File: src/hdl/pvs_pkg.sv
// Shared constants and types for the pointer viewport scaler.
package pvs_pkg;

    localparam int POS_W      = 16;
    localparam int SIZE_W     = 15;
    localparam int CFG_IDX_W  = 3;
    localparam int CFG_DATA_W = 16;
    localparam int QUOT_W     = 16;
    localparam int NUM_W      = SIZE_W + QUOT_W;
    // Offset and range check, numerator, then one quotient bit per stage.
    localparam int LANE_STAGES = QUOT_W + 2;

    localparam logic [CFG_IDX_W-1:0] CFG_VIEW_WIDTH    = 3'd0;
    localparam logic [CFG_IDX_W-1:0] CFG_VIEW_HEIGHT   = 3'd1;
    localparam logic [CFG_IDX_W-1:0] CFG_SCREEN_WIDTH  = 3'd2;
    localparam logic [CFG_IDX_W-1:0] CFG_SCREEN_HEIGHT = 3'd3;
    localparam logic [CFG_IDX_W-1:0] CFG_VIEW_LEFT     = 3'd4;
    localparam logic [CFG_IDX_W-1:0] CFG_VIEW_TOP      = 3'd5;

    localparam logic [POS_W-1:0] FULL_SCALE    = 16'h7FFF;
    localparam logic [POS_W-1:0] OUT_OF_BOUNDS = 16'h8000;

    typedef logic [LANE_STAGES-1:0] t_stage_en;

endpackage

File: src/hdl/pvs_lane.sv
// One axis mapper: offset, range check and a pipelined restoring divider.
module pvs_lane (
    input  logic                                i_clk,
    input  pvs_pkg::t_stage_en                  i_adv,
    input  logic signed [pvs_pkg::POS_W-1:0]    i_pos,
    input  logic signed [pvs_pkg::POS_W-1:0]    i_offset,
    input  logic        [pvs_pkg::SIZE_W-1:0]   i_size,
    input  logic                                i_ok,
    output logic        [pvs_pkg::POS_W-1:0]    o_value
);
    import pvs_pkg::*;

    logic signed [POS_W:0]  s_rel;
    logic                   s_inr;
    logic [NUM_W-1:0]       s_num;

    logic [SIZE_W-1:0]      r_pos;
    logic                   r_inr [0:LANE_STAGES-1];
    logic [SIZE_W-1:0]      r_rem [0:QUOT_W];
    logic [QUOT_W-1:0]      r_wrk [0:QUOT_W];

    assign s_rel = $signed({i_pos[POS_W-1], i_pos}) - $signed({i_offset[POS_W-1], i_offset});
    assign s_inr = i_ok && !s_rel[POS_W] && (s_rel[POS_W-1:0] <= {1'b0, i_size});

    // pos * 65534 written as pos * 65536 - pos * 2.
    assign s_num = {r_pos, {QUOT_W{1'b0}}} - {{(NUM_W-SIZE_W-1){1'b0}}, r_pos, 1'b0};

    always_ff @(posedge i_clk) begin
        if (i_adv[0]) begin
            r_pos    <= s_rel[SIZE_W-1:0];
            r_inr[0] <= s_inr;
        end
        if (i_adv[1]) begin
            r_rem[0] <= s_num[NUM_W-1:QUOT_W];
            r_wrk[0] <= s_num[QUOT_W-1:0];
            r_inr[1] <= r_inr[0];
        end
    end

    for (genvar g = 0; g < QUOT_W; g++) begin : g_div
        logic [SIZE_W:0]   s_trial;
        logic              s_ge;
        logic [SIZE_W-1:0] s_diff;

        assign s_trial = {r_rem[g], r_wrk[g][QUOT_W-1]};
        assign s_ge    = s_trial >= {1'b0, i_size};
        assign s_diff  = s_trial[SIZE_W-1:0] - i_size;

        always_ff @(posedge i_clk) begin
            if (i_adv[g+2]) begin
                r_rem[g+1] <= s_ge ? s_diff : s_trial[SIZE_W-1:0];
                r_wrk[g+1] <= {r_wrk[g][QUOT_W-2:0], s_ge};
                r_inr[g+2] <= r_inr[g+1];
            end
        end
    end

    assign o_value = r_inr[LANE_STAGES-1] ? (r_wrk[QUOT_W] - FULL_SCALE) : OUT_OF_BOUNDS;

endmodule

File: src/hdl/pointer_viewport_scaler_core.sv
// Top level of the pointer viewport scaler: configuration, four axis lanes and output stage.
//
//  channel  | handshake                 | beat contents
//  ---------+---------------------------+---------------------------------------------
//  input    | i_in_valid / o_in_ready   | i_pointer_x, i_pointer_y
//  output   | o_out_valid / i_out_ready | o_ok, o_view_x/y_scaled, o_screen_x/y_scaled
//  config   | i_cfg_we                  | i_cfg_idx, i_cfg_data
//
// One beat enters per cycle unless a stalled output backs up to the input; each result
// passes the offset, numerator, 16 one-bit divide and output stages in order.
// Reset is synchronous and active low; it clears the configuration and all valid bits.
// A stalled output holds only the stages that are full behind it; empty stages
// keep taking beats, so bubbles close up.
module pointer_viewport_scaler_core (
    input  logic                                   i_clk,
    input  logic                                   i_rst_n,
    input  logic                                   i_cfg_we,
    input  logic        [pvs_pkg::CFG_IDX_W-1:0]   i_cfg_idx,
    input  logic        [pvs_pkg::CFG_DATA_W-1:0]  i_cfg_data,
    input  logic                                   i_in_valid,
    output logic                                   o_in_ready,
    input  logic signed [pvs_pkg::POS_W-1:0]       i_pointer_x,
    input  logic signed [pvs_pkg::POS_W-1:0]       i_pointer_y,
    output logic                                   o_out_valid,
    input  logic                                   i_out_ready,
    output logic                                   o_ok,
    output logic signed [pvs_pkg::POS_W-1:0]       o_view_x_scaled,
    output logic signed [pvs_pkg::POS_W-1:0]       o_view_y_scaled,
    output logic signed [pvs_pkg::POS_W-1:0]       o_screen_x_scaled,
    output logic signed [pvs_pkg::POS_W-1:0]       o_screen_y_scaled
);
    import pvs_pkg::*;

    logic [SIZE_W-1:0]       r_view_width;
    logic [SIZE_W-1:0]       r_view_height;
    logic [SIZE_W-1:0]       r_screen_width;
    logic [SIZE_W-1:0]       r_screen_height;
    logic signed [POS_W-1:0] r_view_left;
    logic signed [POS_W-1:0] r_view_top;

    logic                    r_vld [0:LANE_STAGES-1];
    logic                    r_okp [0:LANE_STAGES-1];
    logic                    r_out_valid;
    logic                    r_ok;
    logic [POS_W-1:0]        r_vx;
    logic [POS_W-1:0]        r_vy;
    logic [POS_W-1:0]        r_sx;
    logic [POS_W-1:0]        r_sy;

    logic [LANE_STAGES:0]    s_rdy;
    t_stage_en               s_adv;
    logic                    s_ok;
    logic [POS_W-1:0]        s_vx;
    logic [POS_W-1:0]        s_vy;
    logic [POS_W-1:0]        s_sx;
    logic [POS_W-1:0]        s_sy;
    logic                    n_out_valid;

    always_ff @(posedge i_clk) begin
        if (!i_rst_n) begin
            r_view_width    <= '0;
            r_view_height   <= '0;
            r_screen_width  <= '0;
            r_screen_height <= '0;
            r_view_left     <= '0;
            r_view_top      <= '0;
        end else if (i_cfg_we) begin
            unique case (i_cfg_idx)
                CFG_VIEW_WIDTH:    r_view_width    <= i_cfg_data[SIZE_W-1:0];
                CFG_VIEW_HEIGHT:   r_view_height   <= i_cfg_data[SIZE_W-1:0];
                CFG_SCREEN_WIDTH:  r_screen_width  <= i_cfg_data[SIZE_W-1:0];
                CFG_SCREEN_HEIGHT: r_screen_height <= i_cfg_data[SIZE_W-1:0];
                CFG_VIEW_LEFT:     r_view_left     <= i_cfg_data;
                CFG_VIEW_TOP:      r_view_top      <= i_cfg_data;
                default: ;
            endcase
        end
    end

    assign s_ok = (r_view_width != '0) && (r_view_height != '0) &&
                  (r_screen_width != '0) && (r_screen_height != '0);

    always_comb begin
        s_rdy[LANE_STAGES] = !r_out_valid || i_out_ready;
        for (int k = LANE_STAGES - 1; k >= 0; k--) begin
            s_rdy[k] = !r_vld[k] || s_rdy[k+1];
        end
    end

    assign s_adv      = s_rdy[LANE_STAGES-1:0];
    assign o_in_ready = s_rdy[0];

    always_ff @(posedge i_clk) begin
        if (!i_rst_n) begin
            for (int k = 0; k < LANE_STAGES; k++) begin
                r_vld[k] <= 1'b0;
            end
        end else begin
            if (s_adv[0]) begin
                r_vld[0] <= i_in_valid;
            end
            for (int k = 1; k < LANE_STAGES; k++) begin
                if (s_adv[k]) begin
                    r_vld[k] <= r_vld[k-1];
                end
            end
        end
    end

    always_ff @(posedge i_clk) begin
        if (s_adv[0]) begin
            r_okp[0] <= s_ok;
        end
        for (int k = 1; k < LANE_STAGES; k++) begin
            if (s_adv[k]) begin
                r_okp[k] <= r_okp[k-1];
            end
        end
    end

    pvs_lane u_lane_vx (
        .i_clk    (i_clk),
        .i_adv    (s_adv),
        .i_pos    (i_pointer_x),
        .i_offset (r_view_left),
        .i_size   (r_view_width),
        .i_ok     (s_ok),
        .o_value  (s_vx)
    );

    pvs_lane u_lane_vy (
        .i_clk    (i_clk),
        .i_adv    (s_adv),
        .i_pos    (i_pointer_y),
        .i_offset (r_view_top),
        .i_size   (r_view_height),
        .i_ok     (s_ok),
        .o_value  (s_vy)
    );

    pvs_lane u_lane_sx (
        .i_clk    (i_clk),
        .i_adv    (s_adv),
        .i_pos    (i_pointer_x),
        .i_offset ('0),
        .i_size   (r_screen_width),
        .i_ok     (s_ok),
        .o_value  (s_sx)
    );

    pvs_lane u_lane_sy (
        .i_clk    (i_clk),
        .i_adv    (s_adv),
        .i_pos    (i_pointer_y),
        .i_offset ('0),
        .i_size   (r_screen_height),
        .i_ok     (s_ok),
        .o_value  (s_sy)
    );

    assign n_out_valid = s_rdy[LANE_STAGES] ? r_vld[LANE_STAGES-1] : r_out_valid;

    always_ff @(posedge i_clk) begin
        if (!i_rst_n) begin
            r_out_valid <= 1'b0;
        end else begin
            r_out_valid <= n_out_valid;
        end
    end

    always_ff @(posedge i_clk) begin
        if (s_rdy[LANE_STAGES]) begin
            r_ok <= r_okp[LANE_STAGES-1];
            r_vx <= s_vx;
            r_vy <= s_vy;
            r_sx <= s_sx;
            r_sy <= s_sy;
        end
    end

    assign o_out_valid       = r_out_valid;
    assign o_ok              = r_ok;
    assign o_view_x_scaled   = r_vx;
    assign o_view_y_scaled   = r_vy;
    assign o_screen_x_scaled = r_sx;
    assign o_screen_y_scaled = r_sy;

endmodule

File: config.mk
export PLATFORM = sky130hd
export DESIGN_NAME = pointer_viewport_scaler_core
export DESIGN_NICKNAME = d
export VERILOG_FILES = /design/src/hdl/pvs_pkg.sv /design/src/hdl/pvs_lane.sv /design/src/hdl/pointer_viewport_scaler_core.sv
export SDC_FILE = /design/constraint.sdc
export NUM_CORES = 2
export LEC_CHECK = 0
export ABC_AREA = 1
export BUFFER_PORTS_ARGS = -buffer_cell sky130_fd_sc_hd__buf_4
export CAP_MARGIN = 0
export CORE_MARGIN = 2
export CORE_UTILIZATION = 23
export DETAILED_ROUTE_END_ITERATION = 7
export PLACE_DENSITY = 0.34
export SLEW_MARGIN = 20
export SYNTH_ARGS = -nofsm -noshare
export SYNTH_HDL_FRONTEND = slang
export SYNTH_SLANG_ARGS = --single-unit
File: constraint.sdc
create_clock -name i_clk -period 47 [get_ports i_clk]
set_input_delay 9.4 -clock i_clk [delete_from_list [all_inputs] [get_ports i_clk]]
set_output_delay 9.4 -clock i_clk [all_outputs]
set_load 0.02 [all_outputs]
==> flow_summary.yaml <==
timing:
  hold_violations: 0
  clock_skew_ns: 0.107
  grt_setup_unrepaired: "no"
  max_slew_margin_pct: 27.0
  tightest_slew_ns: 1.09
  period_needed_ns: 23.07
  setup-tns-final_ns: 0
  finalCritPeriodShare_pct: 49.1
  fmax_ghz: 0.0433
  setup_viol: 0
  worst_hold_slack_ns: 0.363
  slew_violations: 0
grt:
  grt-ovfl-total: 0
  antenna_found_initial: 54
  grt_pass1_wl_mm: 564
  grt_pass1_vias: 85800
  grt-busiest-layer: "met2"
  gr-usage-met3_pct: 2.17
  track_usage_pct: 13.6
  grt_max_degree: 101
  met1_usage_pct: 19.0
  grtUsageMet2_pct: 21.9
worst_setup_path:
  path_common_cell: "nand4_4"
  worstPathMaxFanout: 38
  slowest_stage: "nand4_4"
  cp_data_arrival_time_ns: 13.67
  worstPathCellList: "buf_4 -> inv_1 -> nand4_4 -> buf_4 -> nor2_4 -> nand4_4 -> nor2_4 -> nand4_4 -> nor2_4 -> nand4_4 -> nor2_4 -> nand4_4 -> buf_4"
  cp.required_ns: 37.60
  cp_top_family: "simple AND/OR/NAND/NOR gates"
  worstSetupPathType: "in -> out"
  max_stage_delay_ns: 0.58
  startpoint_type: "primary input"
  critPathCaptureType: "output port"
  path_buf_inv: 4
final_layout:
  final_cell_mix: "edfxtp_1 (2200), a21oi_1 (1669), nand2_1 (1500)"
  post-route-util_pct: 26.8
  drive_above_1_share_pct: 6.93
  num-nets-final: 13400
  finalNonFillerCells: 19700
  syn_to_final_growth_pct: 16.1
  multi_input_area_sq_um: 51800
  final_common_cell: "edfxtp_1"
  register_area_sq_um: 68300
  fillers: 57000
flow_run:
  cap_viol_max_count: 0
clocking:
  cts_resized: 0
  cts_buffers: 303
  h-tree-depth: 5
  cts_sinks: 2310
  clockBufferDepth: 4
  cts_setup_buffers: 0
  clock_latency_ns: 0.98
  clk_pin_slew_ns: 0.05
  cts_root_buf: "clkbuf_16"
  cts_hold_buf: 0
  cts_tree: "yes"
synthesis:
  syn_area_sq_um: 125000
  ys_top_cells_by_area: "edfxtp_1 (53%), ha_1 (11%), a21oi_1 (6.7%)"
  synth-seq-cells: 2310
  synthDistinctLibCells: 62
  ys_warn_count: 0
  avgSynthCellArea_sq_um: 10.5
  ys_seq_area_share_pct: 54.6
  postSynthCellCount: 11900
  ys.flop_type: "edfxtp_1"
  synth_top_area_share_pct: 52.8
  synthArstFlopShare_pct: 0
  syn_nets: 13100
  synth_top_area_cell: "edfxtp_1"
  synth_edf_count: 2200
placed_design:
  place_congestion: 0.789
  dp_hpwl_mm: 274
  dp.cells: 19200
  io_buffers: 122
floorplanning:
  die-width_um: 741
  dieArea_sq_um: 549000
  die_h_um: 741
  initial_core_util_pct: 23.1
  core_area_sq_um: 541000
  io-pin-count: 123
  rows: 270
detailed_routing:
  routed_wl_mm: 383
  avgRoutedWirePerCell_um: 19.4
  drt_iter0_drc: 5611
  antenna_left: 0
  drc: 0
  vias: 85500
  viasPerCell: 4.34
  first_pass_iters: 7
power:
  ir_drop_mv: 0.0289
  powerDensity_nw_per_um2: 69.2
  sw_frac_of_total_pct: 38.2
  seqPwrFrac_pct: 36.9
  p_switching_mw: 3.83
  combPwrFrac_pct: 40.0
  leakage_nw: 57.3
  pwr-share-clk_pct: 23.2
  intPower_mw: 6.21
status:
  status: "finished clean"
hold_path:
  hp-class: "reg -> reg"
-- power groups by stage --
stage / logic [mW] / clock network [mW] / registers, mW
global placement: 4.08 / 0 / 3.76
finish: 4.01 / 2.33 / 3.70
floorplan: 3.10 / 0 / 3.51
detailed placement: 4.04 / 0 / 3.75
global route: 4.64 / 2.49 / 3.78
CTS: 4.07 / 2.42 / 3.72
-- synthesized netlist by cell type (13+ instances only) --
master,number
ha_1,1056
or2_2,26
o21ai_0,492
xor2_1,487
nor4_1,101
o21a_1,14
and2_1,13
o21ai_2,18
inv_1,1115
clkbuf_1,83
nand3b_1,25
a2111oi_0,13
a211oi_1,32
dfxtp_1,110
nor2_1,1249
inv_2,23
nor3_1,198
nand2_1,1505
buf_2,108
nor3_2,23
xnor2_1,281
o211ai_1,28
a41oi_1,14
and3_1,28
a31oi_1,55
edfxtp_1,2200
a21boi_0,48
o21bai_1,14
o31ai_1,66
nand4_1,61
a21boi_1,153
o21ai_1,214
nand3_1,199
a21oi_1,1669
o22ai_1,23
fa_1,62
-- state kept, by name, summed over array words and instances (netlist names), 18 cells and up --
name and count:
r_vld 18, u_lane_sx.r_rem 240, u_lane_sx.r_wrk 256, u_lane_vy.r_rem 240, u_lane_sy.r_wrk 256, u_lane_vx.r_inr 18
u_lane_vx.r_rem 240, u_lane_vy.r_inr 18, u_lane_sy.r_inr 18, u_lane_vy.r_wrk 256, r_okp 18, u_lane_vx.r_wrk 256
u_lane_sy.r_rem 240, u_lane_sx.r_inr 18
-- layout make-up --
cell class,count,area share [%]
sequential,2310,47.0
multi-input combinational,8246,35.7
tap,7208,6.21
clock buffer,369,5.55
inverter,1139,2.96
timing repair buffer,257,1.35
clock inverter,176,1.23
antenna,10,0.0172
-- layer usage --
layer	vias to the layer above	routed length, um
met2	1298	172000
met3	451	17200
li1	43200	-
met4	6	8750
met5	-	30
met1	40600	185000
-- worst paths after layout --
check	start	endpoint	slack, ns	cells after the start
worst max-delay path	i_out_ready	o_in_ready	23.93	13
worst min-delay path	u_lane_sy.r_wrk[0][237]	u_lane_sy.r_wrk[0][254]	0.36	0
worst max register to register	o_out_valid	u_lane_sy.r_rem[0][9]	40.85	12
worst min register to register	u_lane_sy.r_wrk[0][237]	u_lane_sy.r_wrk[0][254]	0.36	0
-- logic make-up (layout without fill, tap and decap cells) --
group	after synthesis	in the layout	synth area share [%]
fa+ha+maj	1118	1118	11.6
other cells	0	10	0
buf+inv	1344	1941	4.18
xor+xnor	769	769	5.39
simple gates	3472	3472	11.7
compound gates	2887	2887	12.6
flops	2310	2310	54.6
-- per-stage QoR --
| stage | worst slack (ns) | area (sq um) | total power [mW] |
|---|---|---|---|
| after floorplan | 16.96 | 125000 | 6.61 |
| after global placement | 23.83 | 135000 | 7.84 |
| after detailed placement | 23.77 | 135000 | 7.79 |
| after CTS | 23.77 | 145000 | 10.2 |
| after global routing | 23.52 | 145000 | 10.9 |
| final | 23.93 | 145000 | 10.0 |
(Power assumes the default switching activity.)
